File: src/hw/rtl/fsp_pkg.sv
// ----------------------------------------------------------------------------
// Fibonacci sphere package
// Shared types, cell kinds, constants and the reciprocal divide helper.
// ----------------------------------------------------------------------------
package fsp_pkg;

    localparam int IDX_W   = 10;
    localparam int CNT_W   = 11;
    localparam int COORD_W = 16;

    localparam int unsigned Q14_ONE    = 16384;
    localparam int unsigned GOLDEN_Q16 = 25033;
    localparam int unsigned RAD_STEP   = 102944;
    localparam logic [30:0] Q30_ONE    = 31'h4000_0000;

    // Reciprocals for exact floored division of values below 2^30.
    localparam logic [31:0] RCP_42 = 32'(((64'd1 << 36) + 64'd41) / 64'd42);
    localparam logic [31:0] RCP_56 = 32'(((64'd1 << 36) + 64'd55) / 64'd56);
    localparam logic [31:0] RCP_20 = 32'(((64'd1 << 35) + 64'd19) / 64'd20);
    localparam logic [31:0] RCP_30 = 32'(((64'd1 << 35) + 64'd29) / 64'd30);
    localparam logic [31:0] RCP_6  = 32'(((64'd1 << 33) + 64'd5) / 64'd6);
    localparam logic [31:0] RCP_12 = 32'(((64'd1 << 34) + 64'd11) / 64'd12);

    localparam int N_CELLS = 43;

    typedef enum logic [3:0] {
        K_DIV, K_Y, K_V, K_SQ, K_RND, K_A2, K_H0, K_HM, K_HD, K_OUT
    } cell_kind_t;

    typedef struct packed {
        logic        ok;
        logic        single;
        logic [9:0]  idx;
        logic [11:0] dv;
        logic [15:0] lo;
        logic [11:0] rem;
        logic [15:0] quo;
        logic [15:0] y;
        logic [28:0] sqv;
        logic [14:0] root;
        logic [14:0] rad;
        logic [1:0]  quad;
        logic        swap;
        logic [13:0] g;
        logic [29:0] a;
        logic [29:0] a2;
        logic [30:0] s;
        logic [30:0] c;
        logic [30:0] ts;
        logic [30:0] tc;
        logic [15:0] x;
        logic [15:0] z;
    } pipe_t;

    function automatic cell_kind_t cell_kind(input int i);
        cell_kind_t k;
        if (i < 16)       k = K_DIV;
        else if (i == 16) k = K_Y;
        else if (i == 17) k = K_V;
        else if (i < 33)  k = K_SQ;
        else if (i == 33) k = K_RND;
        else if (i == 34) k = K_A2;
        else if (i == 35) k = K_H0;
        else if (i == 42) k = K_OUT;
        else if ((i % 2) == 0) k = K_HM;
        else              k = K_HD;
        return k;
    endfunction

    function automatic int cell_step(input int i);
        int st;
        if (i >= 18 && i < 33) st = 32 - i;
        else if (i >= 36 && i < 42) st = (i - 34) / 2;
        else st = 0;
        return st;
    endfunction

    function automatic logic [29:0] recip_div(input logic [29:0] v, input logic [31:0] m,
                                              input int sh);
        logic [61:0] p;
        p = 62'(v) * 62'(m);
        return 30'(p >> sh);
    endfunction

endpackage

File: src/hw/rtl/fsp_cell.sv
// ----------------------------------------------------------------------------
// Fibonacci sphere pipeline cell
// One registered step of the point chain, its operation chosen by kind and step.
// ----------------------------------------------------------------------------
module fsp_cell #(
    parameter fsp_pkg::cell_kind_t KIND = fsp_pkg::K_DIV,
    parameter int                  STEP = 0
) (
    input  logic            clk,
    input  logic            rst_n,
    input  logic            in_valid,
    output logic            in_ready,
    input  fsp_pkg::pipe_t  in_data,
    output logic            out_valid,
    input  logic            out_ready,
    output fsp_pkg::pipe_t  out_data
);
    import fsp_pkg::*;

    logic  valid_reg;
    pipe_t data_reg;
    pipe_t data_next;

    always_comb
    begin
        logic [12:0] sh;
        logic [25:0] pm;
        logic [14:0] ym;
        logic [28:0] ysq;
        logic [30:0] am;
        logic [29:0] trial;
        logic [59:0] sq;
        logic [60:0] ps;
        logic [60:0] pc;
        logic [29:0] mul_a;
        logic [30:0] sg;
        logic [30:0] cg;
        logic [30:0] cm;
        logic [30:0] sm;
        logic        cn;
        logic        sn;
        logic [45:0] xp;
        logic [45:0] zp;
        logic [15:0] xm;
        logic [15:0] zm;
        data_next = in_data;
        sh = {in_data.rem, in_data.lo[15]};
        pm = 26'(in_data.idx) * 26'(GOLDEN_Q16);
        ym = in_data.y[15] ? 15'(-in_data.y) : in_data.y[14:0];
        ysq = 29'(ym) * 29'(ym);
        am = 31'(in_data.g) * 31'(RAD_STEP);
        trial = (30'(in_data.root) << (STEP + 1)) + (30'd1 << (2 * STEP));
        sq = 60'(in_data.a) * 60'(in_data.a);
        mul_a = (STEP == 3) ? in_data.a : in_data.a2;
        ps = 61'(mul_a) * 61'(in_data.s);
        pc = 61'(in_data.a2) * 61'(in_data.c);
        sg = in_data.swap ? in_data.c : in_data.s;
        cg = in_data.swap ? in_data.s : in_data.c;
        case (in_data.quad)
            2'd0:    begin cm = cg; cn = 1'b0; sm = sg; sn = 1'b0; end
            2'd1:    begin cm = sg; cn = 1'b1; sm = cg; sn = 1'b0; end
            2'd2:    begin cm = cg; cn = 1'b1; sm = sg; sn = 1'b1; end
            default: begin cm = sg; cn = 1'b0; sm = cg; sn = 1'b1; end
        endcase
        xp = 46'(cm) * 46'(in_data.rad) + (46'd1 << 29);
        zp = 46'(sm) * 46'(in_data.rad) + (46'd1 << 29);
        xm = 16'(xp >> 30);
        zm = 16'(zp >> 30);
        case (KIND)
            K_DIV:
            begin
                data_next.lo = in_data.lo << 1;
                if (sh >= {1'b0, in_data.dv})
                begin
                    data_next.rem = 12'(sh - {1'b0, in_data.dv});
                    data_next.quo = {in_data.quo[14:0], 1'b1};
                end
                else
                begin
                    data_next.rem = sh[11:0];
                    data_next.quo = {in_data.quo[14:0], 1'b0};
                end
            end
            K_Y:
            begin
                data_next.y = in_data.single ? 16'(Q14_ONE) : 16'(16'(Q14_ONE) - in_data.quo);
                data_next.quad = pm[15:14];
                data_next.swap = pm[13:0] > 14'd8192;
                data_next.g = (pm[13:0] > 14'd8192) ? 14'(15'd16384 - {1'b0, pm[13:0]})
                                                    : pm[13:0];
            end
            K_V:
            begin
                data_next.sqv = (29'd1 << 28) - ysq;
                data_next.root = '0;
                data_next.a = am[29:0];
            end
            K_SQ:
            begin
                if ({1'b0, in_data.sqv} >= trial)
                begin
                    data_next.sqv = 29'({1'b0, in_data.sqv} - trial);
                    data_next.root = in_data.root | (15'd1 << STEP);
                end
            end
            K_RND:
            begin
                data_next.rad = in_data.root + 15'(in_data.sqv > 29'(in_data.root));
            end
            K_A2:
            begin
                data_next.a2 = sq[59:30];
            end
            K_H0:
            begin
                data_next.s = Q30_ONE - 31'(recip_div(in_data.a2, RCP_42, 36));
                data_next.c = Q30_ONE - 31'(recip_div(in_data.a2, RCP_56, 36));
            end
            K_HM:
            begin
                data_next.ts = ps[60:30];
                data_next.tc = pc[60:30];
            end
            K_HD:
            begin
                if (STEP == 1)
                begin
                    data_next.s = Q30_ONE - 31'(recip_div(in_data.ts[29:0], RCP_20, 35));
                    data_next.c = Q30_ONE - 31'(recip_div(in_data.tc[29:0], RCP_30, 35));
                end
                else if (STEP == 2)
                begin
                    data_next.s = Q30_ONE - 31'(recip_div(in_data.ts[29:0], RCP_6, 33));
                    data_next.c = Q30_ONE - 31'(recip_div(in_data.tc[29:0], RCP_12, 34));
                end
                else
                begin
                    data_next.s = in_data.ts;
                    data_next.c = Q30_ONE - (in_data.tc >> 1);
                end
            end
            K_OUT:
            begin
                data_next.x = in_data.ok ? (cn ? 16'(-xm) : xm) : '0;
                data_next.z = in_data.ok ? (sn ? 16'(-zm) : zm) : '0;
                data_next.y = in_data.ok ? in_data.y : '0;
            end
            default:
            begin
                data_next = in_data;
            end
        endcase
    end

    assign in_ready  = !valid_reg || out_ready;
    assign out_valid = valid_reg;
    assign out_data  = data_reg;

    always_ff @(posedge clk or negedge rst_n)
    begin
        if (!rst_n)
        begin
            valid_reg <= 1'b0;
        end
        else if (in_ready)
        begin
            valid_reg <= in_valid;
        end
    end

    always_ff @(posedge clk)
    begin
        if (in_valid && in_ready)
        begin
            data_reg <= data_next;
        end
    end

endmodule

File: config.mk
export PLATFORM = sky130hd
export DESIGN_NAME = fsp_cell
export DESIGN_NICKNAME = d
export VERILOG_FILES = /design/src/hw/rtl/fsp_pkg.sv /design/src/hw/rtl/fsp_cell.sv
export SDC_FILE = /design/constraint.sdc
export NUM_CORES = 1
export LEC_CHECK = 0
export BUFFER_PORTS_ARGS = -buffer_cell sky130_fd_sc_hd__buf_2
export CAP_MARGIN = 40
export CORE_AREA = 2 2 297 299
export CTS_CLUSTER_SIZE = 25
export DETAILED_ROUTE_END_ITERATION = 10
export DIE_AREA = 0 0 299 301
export GPL_TIMING_DRIVEN = 0
export PLACE_DENSITY_LB_ADDON = 0.2
export SLEW_MARGIN = 30
export SYNTH_ARGS = -nofsm -noshare
export SYNTH_HDL_FRONTEND = slang
export SYNTH_SLANG_ARGS = --single-unit
File: constraint.sdc
create_clock -name clk -period 18.25 [get_ports clk]
set_clock_uncertainty 0.2 [all_clocks]
set_input_delay 2.7375 -clock clk [delete_from_list [all_inputs] [get_ports clk]]
set_output_delay 2.7375 -clock clk [all_outputs]
set_load 0.01 [all_outputs]
==> results of run 1 <==
==> sequential cells by signal, indices dropped and copies added, names as in the netlist <==
signal,cells
out_data,375
out_valid,1
==> worst paths after layout <==
kind                       cells after the start            end      start  slack [ns]
max reg2reg                                    6  out_data[196]  out_valid       15.47
min in group asynchronous                      1      out_valid      rst_n        1.72
max                                            3       in_ready  out_ready       12.15
min reg2reg                                    2      out_valid  out_valid        0.34
min                                            2      out_valid  out_valid        0.34
max in group asynchronous                      1      out_valid      rst_n       16.05
==> synth_stat cells (2+ instances only) <==
library cell	instances
mux2_2	3
inv_1	15
xnor2_1	5
edfxtp_1	375
nor2_1	9
mux2_4	7
nand3_1	9
nand2_1	4
nor3_1	3
nand2b_1	2
o31a_1	2
mux2i_1	3
nor2b_1	4
o21ai_0	3
xor2_1	3
ha_1	12
a21oi_1	5
o21a_1	2
==> kinds of logic (layout without fill, tap and decap cells) <==
family / after synthesis / after routing / synth area share, %
flops: 376 / 376 / 92.7
compound gates: 23 / 23 / 1.50
fa+ha+maj: 13 / 13 / 1.40
other cells: 1 / 2 / 0.0308
mux: 13 / 13 / 1.39
buf+inv: 18 / 864 / 0.678
simple gates: 37 / 37 / 1.71
xor+xnor: 8 / 8 / 0.576
==> metal layers <==
layer,GRT usage [%],share of wire [%],vias up
li1,-,-,3585
met1,8.36,33,3864
met2,16.6,54,420
met3,3.91,10,71
met4,2.96,2.7,2
met5,0,0.033,-
==> stage by stage <==
| step | hold WS, ns | setup WS, ns | total power [W] | instances | cell area (µm²) |
|---|---|---|---|---|---|
| floorplan | 0.422 | 5.81 | 0.00113 | 489 | 12200 |
| global placement | 0.319 | 1.73 | 0.00125 | 2399 | 17400 |
| detailed placement | 0.333 | 12.15 | 0.00123 | 2407 | 17600 |
| CTS | 0.348 | 12.15 | 0.00212 | 2490 | 19000 |
| global route | 0.397 | 12.12 | 0.00217 | 2490 | 19000 |
| finish | 0.344 | 12.15 | 0.00207 | 2491 | 19000 |
==> area by class of cell <==
cell class	count	area (µm²)
multi-input cells	95	806
flip-flops and latches	376	11300
well taps	1155	1450
diodes	1	2.50
repair buffers	763	3970
clock inverters	20	193
plain buffers	3	26.3
fillers	9272	67500
inverters	15	56.3
clock buffers	63	1210
==> power by group through the flow <==
stage | Combinational, W | Sequential [W] | Clock [W]
floorplan | 0.0000440 | 0.00109 | 0
global placement | 0.000182 | 0.00107 | 0
detailed placement | 0.000190 | 0.00104 | 0
CTS | 0.000191 | 0.00102 | 0.000908
global route | 0.000201 | 0.00103 | 0.000939
finish | 0.000185 | 0.00102 | 0.000866
==> tightest hold or removal path: stages (launching register included) <==
cell and delay [ns]:
dfrtp_1 0.34, nand2b_1 0.09, nand2b_1 0.08
==> cell usage in the layout (no fill, tap or decap), types with 4 or more instances in the layout <==
master / Yosys / routed
buf_2: 0 / 755
clkinv_1: 0 / 6
inv_1: 15 / 15
nand2_1: 4 / 4
clkinv_2: 0 / 4
ha_1: 12 / 12
nand3_1: 9 / 9
nor2b_1: 4 / 4
buf_16: 0 / 4
clkbuf_16: 0 / 46
clkbuf_1: 1 / 18
a21oi_1: 5 / 5
edfxtp_1: 375 / 375
nor2_1: 9 / 9
xnor2_1: 5 / 5
mux2_4: 7 / 7
buf_12: 0 / 4
==> impl_results.md, run 1 <==
- Post-route minimum period: 6.10 ns
- Clock share of power: 41.8%
- Router iterations before antenna repair: 4
- Max VDD drop: 62.4 µV
- Gr usage total: 8.76%
- HPWL reported at the end of detailed placement: 33600 µm
- Worst slew margin: 63.5%
- Cts-stage hold buffer count: 0
- Final worst path period share: 33.4%
- Max Fclk: 164 MHz
- Status: finished, final reports clean
- Share of post-route cells with drive strength above 1: 63.0%
- Crit-path leading delay family: buffers and inverters
- Synth top area cells: edfxtp_1, ha_1, mux2_4
- DIE AREA: 0.0900 mm²
- Slowest stage cell, crit path: nand2b_1
- Largest net degree at the start of global routing: 52
- Crit end category: primary output
- WP buf/inv: 2
- Via/cell ratio: 3.19
- Cell mode on critical path: buf_2
- Final net count: 1692
- Pint: 0.00159 W
- Total negative slack: 0 ns
- Worst-path clk slew: 0.06 ns
- Cells after Synth: 489
- Post-Route WL: 42400 µm
- Final Util: 22.0%
- H-tree level count: 2
- Yosys reg bits: 376
- Setup violators final: 0
- Die Ht: 301 µm
- Combinational power share: 8.9%
- Resized Gates After CTS: 0
- Routed Antenna Nets: 0
- Insertion delay to the later sink of the worst-skew pair: 0.58 ns
- DRC: 0
- Rows: 108
- CTS tree: yes
- Initial antenna violation count: 7
- Post-synth cell types: 41
- Async SR Flop Fraction: 0.266%
- Number of global-route vias before repair: 8513
- Largest area contributor in the netlist: edfxtp_1
- Initial DRC Count: 332
- Setup crit start kind: input port
- IO Pins: 758
- CTS Buffer Depth: 3
- Syn. warnings: 0
- PwrDens: 109 mW/mm²
- Max Slew Vio Count: 0
- Worst EP required: 15.31 ns
- Clock sink count: 376
- Unrepaired setup endpoints after global routing: false
- Sequential share of power: 49.3%
- Post-synth top area share: 92.5%
- Clock Tree Root: clkbuf_16
- Top_reg_cell synth: edfxtp_1
- Port bufs: 755
- Fin. Hold Viols: 0
- Die Width: 299 µm
- Syn Nets: 882
- Synthesized area: 0.0122 mm²
- First-pass GRT wire length: 57700 µm
- Worst EP arrival: 3.16 ns
- Worst Path Max Fanout: 3
- Critical path cell sequence: buf_2 > nand2b_1 > buf_2
- Net Sw Frac: 23.4%
- Gr ovfl total: 0
- Number of synthesized flops with an enable pin: 375
- Initial Util: 14.1%
- Syn-to-layout area delta: 56.1%
- Placer's final routability congestion estimate: 0.794
- CTS buffer count: 45
- Crit Path Class: input port to primary output
- Leak Pwr: 7.73 nW
- Worst Tran Pin Value: 0.543 ns
- Core area: 0.0865 mm²
- Max-Cap Viols: 0
- Post-CTS Setup Inserts: 0
- Avg Cell Area, Syn: 24.9 µm²
- Net Sw Power: 0.000485 W
- Worst Hold Class: register to register
- Delay of the slowest critical-path stage: 0.17 ns
- Routed via count: 7942
- Wire length per cell: 17.0 µm
- Sequential cell area fraction in the yosys report: 92.7%
(Power assumes the default switching activity.)
==> run 2: changes to the inputs <==
- ABC_AREA: unset -> 1
- clock period: 18.25 -> 5.1 ns (I/O delays scaled with it)
==> impl_results.md, run 2 <==
- Status: finished, final reports clean
- Most frequent cells in the layout: buf_2, edfxtp_1, nand2_1, clkbuf_16, inv_1
- Adder and majority gate portion of the synthesized area: 1.38%
- Fillers: 9247
- Hold_ws: 0.151 ns
- Die Width: 299 µm
- IO Pins: 758
- Top_reg_cell synth: edfxtp_1
- R2R Path Start: out_valid
- Post-route minimum period: 2.74 ns
- Final net count: 1785
- First-pass GRT wire length: 61600 µm
- Number of global-route vias before repair: 8656
- Largest net degree at the start of global routing: 24
- Compound-cell area share of the yosys netlist: 0.629%
- R2R cell count: 7
- Wire length per cell: 17.9 µm
- Crit Path Class: register to register
- DIE AREA: 0.0900 mm²
- Inst Count DP: 2499
- Routed Antenna Nets: 0
- Initial antenna violation count: 16
- Post-synthesis simple-gate area fraction: 4.42%
- DRC: 0
- Syn Nets: 959
- Post-DP Area: 0.0181 mm²
- Setup slack, reg-to-reg: 2.36 ns
- Routed via count: 8260
- Max VDD drop: 242 µV
- Max reg flops: 375
- CTS buffer count: 45
- Placer's final routability congestion estimate: 0.794
- Post-CTS Setup Inserts: 0
- Max Slew Vio Count: 0
- Synthesized area: 0.0123 mm²
- CTS Buffer Depth: 3
- Number of synthesized flops with an enable pin: 375
- Commonest non-fill, non-tap cell in the layout: buf_2
- Sequential cell area fraction in the yosys report: 91.5%
- Insertion delay to the later sink of the worst-skew pair: 0.57 ns
- H-tree level count: 2
- Post-route design area: 0.0196 mm²
- Mux contribution to synthesized area: 0%
- Setup violators final: 0
- Avg Cell Area, Syn: 21.8 µm²
- Leading cell type by number of instances after synthesis: edfxtp_1
- Worst Path Max Fanout: 22
- Rows: 108
- Crit end category: register
- Worst EP required: 5.18 ns
- Post-synthesis xor/xnor area fraction: 0.426%
- Largest area contributor in the netlist: edfxtp_1
- Port bufs: 755
- Syn-to-layout area delta: 58.5%
- Max Fclk: 364 MHz
- Layout Cells excl Fill: 2585
- Post-synth top cells: edfxtp_1, nand2_1, inv_1
- Post-synth cell types: 28
- Worst Tran Pin Value: 0.668 ns
- HPWL reported at the end of detailed placement: 38000 µm
- Worst EP arrival: 2.82 ns
- Max-Cap Viols: 0
- Cells after Synth: 566
- Critical path launch point: out_valid
- Share of post-route cells with drive strength above 1: 61.0%
- Initial DRC Count: 384
- Leak Pwr: 8.17 nW
- Post-Route WL: 46200 µm
- Core area: 0.0865 mm²
- Clock sink count: 376
- Via/cell ratio: 3.20
- Gr ovfl total: 0
- Worst slew margin: 55.3%
- Worst hold stages: 1
- Reg2reg end: out_data[112]
- Largest family of logic cells by synthesized area: simple AND/OR/NAND/NOR gates
- Setup crit start kind: register
- CTS tree: yes
- Worst Hold Class: input port to register
- Initial Util: 14.3%
- Yosys reg bits: 376
- Die Ht: 301 µm
- Synth top area cells: edfxtp_1, nand2_1, inv_1
- Worst Hold End: out_data[172]
- Syn. warnings: 0
- Worst-path clk slew: 0.06 ns
- PwrDens: 386 mW/mm²
- Final worst path period share: 53.8%
- Post-synth top area share: 91.3%
- Clock Tree Root: clkbuf_16
- Fin. Hold Viols: 0
- Router iterations before antenna repair: 6
- Async SR Flop Fraction: 0.266%
- Unrepaired setup endpoints after global routing: false
- Gr usage total: 9.55%
- Hold Startpoint: in_data[172]
run 2: cell types whose count changed after synthesis, moves of 3 or more:
cell,previous run,this run
inv_1,15,45
mux2_2,3,0
mux2_4,7,0
mux2i_1,3,0
nand2_1,4,63
nand2_2,0,5
nand3_2,0,6
nand4_1,0,9
nor2b_1,4,0
o21ai_2,0,3
xnor2_1,5,1
run 2: per-layer routing:
metal	global-route usage, %	share of wire [%]	vias to the layer above	routed length (µm)
met5	0	0.17	-	80
met4	3.62	3.2	12	1460
met3	4.50	10	85	4690
met2	17.6	53	425	24600
met1	9.14	33	3937	15300
li1	-	-	3801	-
run 2: worst max-delay path by stage:
| stage | end | slack (ns) | cells after the start |
|---|---|---|---|
| after floorplan | out_data[0] | -2.46 | 2 |
| after global placement | out_data[112] | -5.61 | 3 |
| after detailed placement | out_data[112] | 1.81 | 9 |
| after CTS | out_data[105] | 2.34 | 7 |
| after global routing | out_data[112] | 2.23 | 7 |
| final | out_data[112] | 2.36 | 7 |
run 2: worst max-delay path, cell delays in order (launching register included):
cell	delay, ns
dfrtp_1	0.42
a21oi_4	0.57
buf_8	0.26
buf_8	0.21
buf_8	0.21
buf_16	0.18
buf_16	0.16
buf_8	0.20
run 2: cells by family after synthesis:
family | count (synthesis)
compound gates | 11
buf+inv | 49
flops | 376
other cells | 1
xor+xnor | 6
fa+ha+maj | 13
simple gates | 110
run 2: stage by stage:
step	util [%]	setup slack [ns]	setup TNS [ns]	power [W]
2_1_floorplan	-	-2.46	-920.97	0.00401
3_3_place_gp	20.3	-5.61	-2081.25	0.00445
3_5_place_dp	20.9	1.81	0	0.00445
4_1_cts	22.6	2.34	0	0.00774
5_1_grt	22.6	2.23	0	0.00789
6_report	22.6	2.36	0	0.00755
run 2: where the power goes:
part           leakage [nW]  internal, W  switching (W)
combinational          3.89     0.000303       0.000398
sequential             3.58      0.00362      0.0000451
clock                 0.706      0.00186        0.00133
total                  8.17      0.00578        0.00178
run 2: layout make-up:
cell class / count / area [µm²] / share of cell area, %
diodes: 3 / 7.51 / 0.0384
plain buffers: 2 / 27.5 / 0.141
clock buffers: 50 / 1170 / 5.96
clock inverters: 32 / 293 / 1.50
inverters: 47 / 184 / 0.941
multi-input cells: 141 / 861 / 4.40
flip-flops and latches: 376 / 11300 / 57.7
well taps: 1155 / 1450 / 7.39
repair buffers: 779 / 4280 / 21.9
run 2: timing repair:
item	CTS	global route
resized for setup	0	0
hold endpoints to repair	1	0
hold buffers	1	0
==> run 3: changes to the inputs <==
- ABC_AREA: 1 -> 0
- CORE_AREA: 2 2 297 299 -> 2 2 299 301
- DIE_AREA: 0 0 299 301 -> 0 0 301 303
- clock period: 5.1 -> 2.6 ns (I/O delays scaled with it)
==> impl_results.md, run 3 (synthesis results as in run 1) <==
- Status: finished, final reports clean
- H-tree level count: 2
- Max Slew Vio Count: 0
- HPWL reported at the end of detailed placement: 33600 µm
- Fillers: 9159
- First-pass GRT wire length: 62500 µm
- CTS Buffer Depth: 3
- Gr usage total: 9.25%
- Worst slew margin: 63.6%
- Clock Tree Root: clkbuf_16
- Worst-path clk slew: 0.06 ns
- Wire length per cell: 15.7 µm
- DRC: 0
- Insertion delay to the later sink of the worst-skew pair: 0.59 ns
- Post-route minimum period: 2.42 ns
- Inst Count DP: 2418
- R2R cell count: 6
- Share of post-route cells with drive strength above 1: 49.9%
- Met2 WL: 23800 µm
- Rows: 109
- Hold Startpoint: in_data[352]
- Core area: 0.0880 mm²
- Setup violators final: 0
- Max Fclk: 413 MHz
- Worst EP arrival: 2.58 ns
- CTS buffer count: 47
- Ant. Diodes: 0
- Unrepaired setup endpoints after global routing: false
- Met1 Wirelength: 16200 µm
- Total power: 0.0151 W
- Final net count: 2078
- Routed via count: 9381
- Initial antenna violation count: 10
- Post-Route WL: 45100 µm
- Final worst slack: 0.177 ns
- Most frequent cells in the layout: buf_2, dlygate4sd3_1, edfxtp_1, clkbuf_16, inv_1
- Register area: 0.0113 mm²
- CTS tree: yes
- Initial DRC Count: 354
- Layout Cells excl Fill: 2882
- Gr ovfl total: 0
- Metal3 WL: 3630 µm
- Worst Path Max Fanout: 3
- Crit end category: register
- Port bufs: 755
- Router iterations before antenna repair: 5
- Max VDD drop: 481 µV
- Placer's final routability congestion estimate: 0.741
- Fin. Hold Viols: 0
- Max reg flops: 375
- Worst hold stages: 3
- IO Pins: 758
- Max-Cap Viols: 0
- Setup crit start kind: input port
- Syn-to-layout area delta: 88.3%
- Worst Hold Class: input port to register
- Final worst path period share: 93.2%
- Worst EP required: 2.76 ns
- Worst Tran Pin Value: 0.541 ns
- Clock sink count: 376
- Highest routed layer: met5
- PwrDens: 661 mW/mm²
- Die Width: 301 µm
- Via/cell ratio: 3.26
- Commonest non-fill, non-tap cell in the layout: buf_2
- DIE AREA: 0.0912 mm²
- Number of global-route vias before repair: 10200
- Multi-input gate area: 861 µm²
- Crit Path Class: input port to register
- Largest net degree at the start of global routing: 51
- Critical path launch point: in_data[351]
- Die Ht: 303 µm
- R2R Path Start: out_valid
- DP Worst Slack: -0.716 ns
- Initial Util: 13.8%
- Leak Pwr: 9.39 nW
- Routed Antenna Nets: 0
run 3: final timing paths:
| kind | end | slack, ns |
|---|---|---|
| min | out_data[324] | 0.1 |
| min reg2reg | out_data[291] | 0.76 |
| max reg2reg | out_data[251] | 0.33 |
| max | out_data[334] | 0.18 |
| min in group asynchronous | out_valid | 0.47 |
| max in group asynchronous | out_valid | 1.62 |
run 3: timing repair:
action / 4_1_cts / 5_1_grt
gates resized for setup: 0 / 0
pin swaps: 2 / 2
hold buffers: 378 / 0
gates cloned: 1 / 0
setup buffers: 1 / 3
hold endpoints to repair: 376 / 0
endpoints found under the setup margin: 32 / 49
run 3: per-layer routing:
layer / track usage [%] / vias up
met5: 0 / -
met4: 3.90 / 10
met3: 3.14 / 88
met2: 16.9 / 414
met1: 9.60 / 4513
li1: - / 4356
run 3: through the flow:
stage	hold WS [ns]	util, %	setup TNS (ns)	instance area (µm²)
CTS	0.0254	26.0	0	22900
global route	0.0765	26.1	0	22900
finish	0.0979	26.1	0	22900
floorplan	-0.106	-	-449.71	12200
detailed placement	-0.0345	20.1	-13.40	17700
global placement	-0.0341	19.9	-943.45	17500
run 3: critical path, stage by stage:
cell,delay [ns]
buf_2,0.08
inv_1,0.04
ha_1,0.25
fa_1,0.42
nor2b_1,0.19
o21bai_1,0.09
a21boi_0,0.46
o221a_2,0.31
xor2_1,0.07
mux2_4,0.27
run 3: layout make-up:
class	instances	area share, %
clock buffer	60	5.52
multi-input combinational	96	3.76
timing repair buffer	1146	34.0
inverter	15	0.267
clock inverter	21	0.704
tap	1165	6.36
sequential	376	49.2
buffer	3	0.115
run 3: power breakdown:
part           switching (W)  total (W)  leakage [nW]  internal (W)
registers          0.0000885    0.00719          3.58       0.00710
logic               0.000828    0.00179          5.11      0.000963
clock network        0.00263    0.00617         0.699       0.00354
total                0.00355     0.0151          9.39        0.0116
